File: config.mk
export PLATFORM = sky130hd
export DESIGN_NAME = skct_ram
export DESIGN_NICKNAME = d
export VERILOG_FILES = /design/src/hw/rtl/skct_ram.sv
export SDC_FILE = /design/constraint.sdc
export NUM_CORES = 2
export LEC_CHECK = 0
export ABC_AREA = 1
export BUFFER_PORTS_ARGS = -buffer_cell sky130_fd_sc_hd__clkbuf_2
export CAP_MARGIN = 20
export CORE_MARGIN = 2
export CORE_UTILIZATION = 40
export CTS_BUF_LIST = sky130_fd_sc_hd__clkbuf_4
export CTS_CLUSTER_SIZE = 8
export DETAILED_ROUTE_END_ITERATION = 10
export PLACE_DENSITY = 0.55
export SETUP_SLACK_MARGIN = 0.15
export SLEW_MARGIN = 15
export SYNTH_ARGS = -nofsm -noshare
export SYNTH_HDL_FRONTEND = slang
export SYNTH_SLANG_ARGS = --single-unit
File: constraint.sdc
create_clock -name clk -period 9.58 [get_ports clk]
set_input_delay 0.479 -clock clk [delete_from_list [all_inputs] [get_ports clk]]
set_output_delay 0.479 -clock clk [all_outputs]
set_load 0.05 [all_outputs]
File: src/hw/rtl/skct_ram.sv
// ----------------------------------------------------------------------------
// skct_ram
// Simple dual-port RAM, one write port and one registered read port.
// ----------------------------------------------------------------------------
module skct_ram #(
  parameter int DATA_W = 64,
  parameter int DEPTH  = 64,
  parameter int ADDR_W = $clog2(DEPTH)
) (
  input  logic              clk,
  input  logic              wr_en,
  input  logic [ADDR_W-1:0] wr_addr,
  input  logic [DATA_W-1:0] wr_data,
  input  logic              rd_en,
  input  logic [ADDR_W-1:0] rd_addr,
  output logic [DATA_W-1:0] rd_data
);

  logic [DATA_W-1:0] mem [DEPTH];

  always_ff @(posedge clk) begin
    if (wr_en) begin
      mem[wr_addr] <= wr_data;
    end
  end

  always_ff @(posedge clk) begin
    if (rd_en) begin
      rd_data <= mem[rd_addr];
    end
  end

endmodule

== Word-level counts from Yosys, hierarchy flattened ==
Memory sizes are Yosys's and may differ from the RTL's. A register that Yosys moved wholly into a read port is not among the register bits.
Index checks and enable logic that the tools add are counted.
W data, S select, Z words.

* Register bits after elaboration: 0
* Memory bits (writable): 4,096
* Output and inout bits: 64
* Logic and storage cells: 3
* Memories: 1

{| class="wikitable"
|+ Memory list
! name !! depth !! bits a word !! read ports !! clocked after memory_dff !! write ports !! RTL line !! source
|-
| mem || 64 || 64 || 1 || 1 || 1 || 19 || <nowiki>logic [DATA_W-1:0] mem [DEPTH];</nowiki>
|}

* Multiplexer cells: 2

{| class="wikitable"
|+ Operators by type and width
! cell !! number
|-
| $mux W1 || 2
|}

== Logic depth before layout (Yosys ltp) ==
* Depth after elaboration: 2
* Depth in mapped cells: 13

== Least setup slack after synthesis ==
Ideal clock, no wire load.

* Path type: in2reg
* Start point: input port wr_en
* End point: memory mem[48][0] (enable)
* Arrival time: 7.115 ns
* Path slack: 1.819 ns
* Stages on the path: 3
* Buffers on the path: 1
* Path through: clkbuf_1 -> nand4_1 -> nor4_1

* Longest elaborated chain between the ends: 2

{| class="wikitable"
|+ Ends and longest elaborated chain
! item !! RTL line !! source
|-
| start: declaration || 11 || <nowiki>input logic wr_en,</nowiki>
|-
| $mux W1 || 22 || <nowiki>if (wr_en) begin</nowiki>
|-
| $mux W1 (implied by the code) || 23 || <nowiki>mem[wr_addr] <= wr_data;</nowiki>
|-
| end: declaration || 19 ||
|}

Every way passes these cells.

==> results by group <==
Synth
  • Sequential area share after synthesis: roughly 75%
  • Ys async rst share: 0%
  • Mean post-synth cell area: around 12 sq um
  • Syn Inst Count: around 13,000
  • Post-synth top area cell: edfxtp_1
  • Top cell type's share of synthesized area: approximately three quarters
  • Mapped Area: between 150,000 and 200,000 sq um
  • Post-synthesis net count: between 10,000 and 15,000
  • Synth area leaders: edfxtp_1 (75%), nand3_1 (12%), nand2_1 (10%)
  • Number of enable flip-flop cells after synthesis: approximately 4,200
  • Post-synth top cells: nand2_1 (4,416), edfxtp_1 (4,160), nand3_1 (3,847), buf_2 (501), clkbuf_1 (147)
  • Yosys reg bits: 4,160
  • Synth Flop Type: edfxtp_1
  • Synth cell types: 15
  • Most common cell in the synthesized netlist: nand2_1
  • Yosys warns: 0

Critical path
  • Worst Setup Path Type: in -> reg
  • Worst-path maximum fanout: 74
  • Startpoint types: input pin
  • Critical path arrival: 6.19 ns
  • CP Capture Type: register
  • WP data required: 11.14 ns

STA
  • Max-Slew Margin vs Limit: 15.0%
  • Setup-failing EPs final: 0
  • Final worst-path cycle share: 48.3%
  • RSZ-0062 raised after global routing: no
  • Layout Skew: ~0.13 ns
  • Tmin final: around 4.6 ns
  • Max-slew violation count: 0
  • Worst setup margin: between 4 and 5 ns
  • Setup TNS Final: 0 ns
  • Worst-Margin Slew: roughly 1.3 ns
  • FMAX: 216 MHz
  • Fin Hold WS: around 0.08 ns
  • Final number of hold-violating endpoints: 0

Drt
  • Vias per cell: between 5 and 6
  • DRC viols: 0
  • Antenna Nets Post-Route: 0
  • WL/cell: around 27 microns
  • Drt total wl: between 500,000 and 600,000 microns
  • First-pass detailed-route iteration total: 8
  • Drt first-iter violations: between 10,000 and 15,000
  • Via count: 113,347

Place
  • Routability cong.: 0.782
  • Setup slack at placement: 5.11 ns
  • IO Port Bufs: approximately 140
  • Post-DP HPWL: approximately 260,000 microns
  • Placed Area: 172,000 sq um
  • Placed instance count: 18,406

Power
  • Int Pwr: 28.8 mW
  • Leakage: about 67 nW
  • Switch share: 23.6%
  • Pwr per Cell Area: 202 nW/um^2
  • Switching pwr: 8.92 mW
  • Flop pwr share: about 54%
  • Max rail drop VDD: around 0.00013 V
  • Tot Pwr: ~38 mW
  • Clock power frac: roughly two fifths
  • Comb pwr share: 6.2%

Final layout
  • P&R area growth vs syn: 12.8%
  • NumNets Final: ~14,000
  • Fin util: 45.3%
  • Post-route cell area: ~190,000 sq um
  • Finished Layout Cells: 20,378
  • Layout cell share with drive strength beyond 1: 14.5%
  • Filler cells: 37,681

Floorplanning
  • Initial core utilization: approximately 40%
  • Die height: about 650 microns
  • CORE AREA: about 410,000 sq um
  • Die area: between 400,000 and 500,000 sq um
  • Ports: 143
  • Die X: around 650 microns
  • Num rows: about 240

Clocking
  • CTS clk-pin slew, worst paths: 0.07 ns
  • CTS tree: built
  • Buffers from clock root to sink, at most: 5
  • Worst skew pair latency: ~1.7 ns
  • Number of buffers created by CTS: 1,144
  • Total clock sinks: between 4,000 and 5,000
  • Clock Root Buffer: clkbuf_4
  • H-tree Lvls: 7

GRT
  • First-pass GRT wire length: around 800,000 microns
  • Number of global-route vias before repair: ~110k
  • Total congestion overflow: 0
  • Initial antenna violation count: 37
  • Total global-route track usage: around 26%
  • Largest net degree at the start of global routing: 196

Hold path
  • Hold Path Class: in -> reg

Run status
  • Status: complete, no violations

Run
  • Max-Cap Viols: 0
-- routing by layer --
metal	vias to the layer above	routed length, microns	global-route usage [%]
met5	-	30	0
met4	6	19600	10.7
met3	979	46000	5.15
met2	5485	261000	41.5
met1	56671	224000	34.8
li1	50206	-	-
-- state kept, by name, summed over array words and instances, names as in the netlist --
name and cells:
mem 4096, rd_data 64
-- power by group through the flow --
stage	logic [mW]	clock network (mW)	registers [mW]
2_1_floorplan	1.24	0	20.7
3_3_place_gp	2.21	0	20.7
3_5_place_dp	2.23	0	20.7
4_1_cts	2.31	15.4	20.3
5_1_grt	2.53	16.4	20.3
6_report	2.34	15.1	20.3
-- repair_timing --
item / CTS / global route
gates resized for setup: 0 / 0
buffers inserted: 0 / 0
hold endpoints to repair: 5279 / 195
hold buffers: 147 / 11
-- placed cells by master (no fill, tap or decap), types with 2 or more instances in the layout --
cell type / n
buf_16: 7
clkbuf_2: 119
buf_12: 58
nor2_4: 56
clkbuf_4: 1598
nand2_1: 4416
edfxtp_1: 4160
inv_8: 3
dlygate4sd3_1: 153
bufinv_16: 18
inv_1: 6
buf_8: 4
nand3_1: 3847
clkinv_2: 10
nand4_1: 9
buf_2: 14
diode_2: 19
clkinv_1: 130
inv_2: 25
buf_4: 237
inv_16: 2
nor4_2: 7
buf_6: 2
-- path summary, 6_finish.rpt --
check                   start     endpoint  slack, ns  cells past startpoint
setup / recovery   rd_addr[0]  rd_data[21]       4.95                     16
hold / removal    wr_data[61]  mem[54][61]       0.08                      2
setup reg to reg  mem[31][21]  rd_data[21]       6.53                     11
hold reg to reg   mem[60][14]  rd_data[14]       0.83                      8
-- layout make-up --
class,instances,area [sq um],share of cell area (%)
repair buffers,596,5430,2.90
well taps,5474,6850,3.66
diodes,19,47.5,0.0254
flip-flops and latches,4160,125000,66.8
clock buffers,1596,12000,6.40
inverters,12,105,0.0562
multi-input cells,8336,36600,19.6
clock inverters,185,1190,0.635
-- cell families after synthesis --
family	Yosys count	synth area share, %
buf+inv	909	2.94
simple gates	8336	21.8
flops	4160	75.3
-- critical path: stages --
cell	delay (ns)
dlygate4sd3_1	0.58
buf_12	0.29
buf_4	0.69
buf_4	0.60
buf_4	0.77
nand2_1	0.12
nand3_1	0.13
nand3_1	0.09
nand3_1	0.12
nand3_1	0.09
dlygate4sd3_1	0.59
nand2_1	0.07
dlygate4sd3_1	0.55
nand2_1	0.11
nand2_1	0.14
dlygate4sd3_1	0.55
Power figures use the tool's default switching activity.
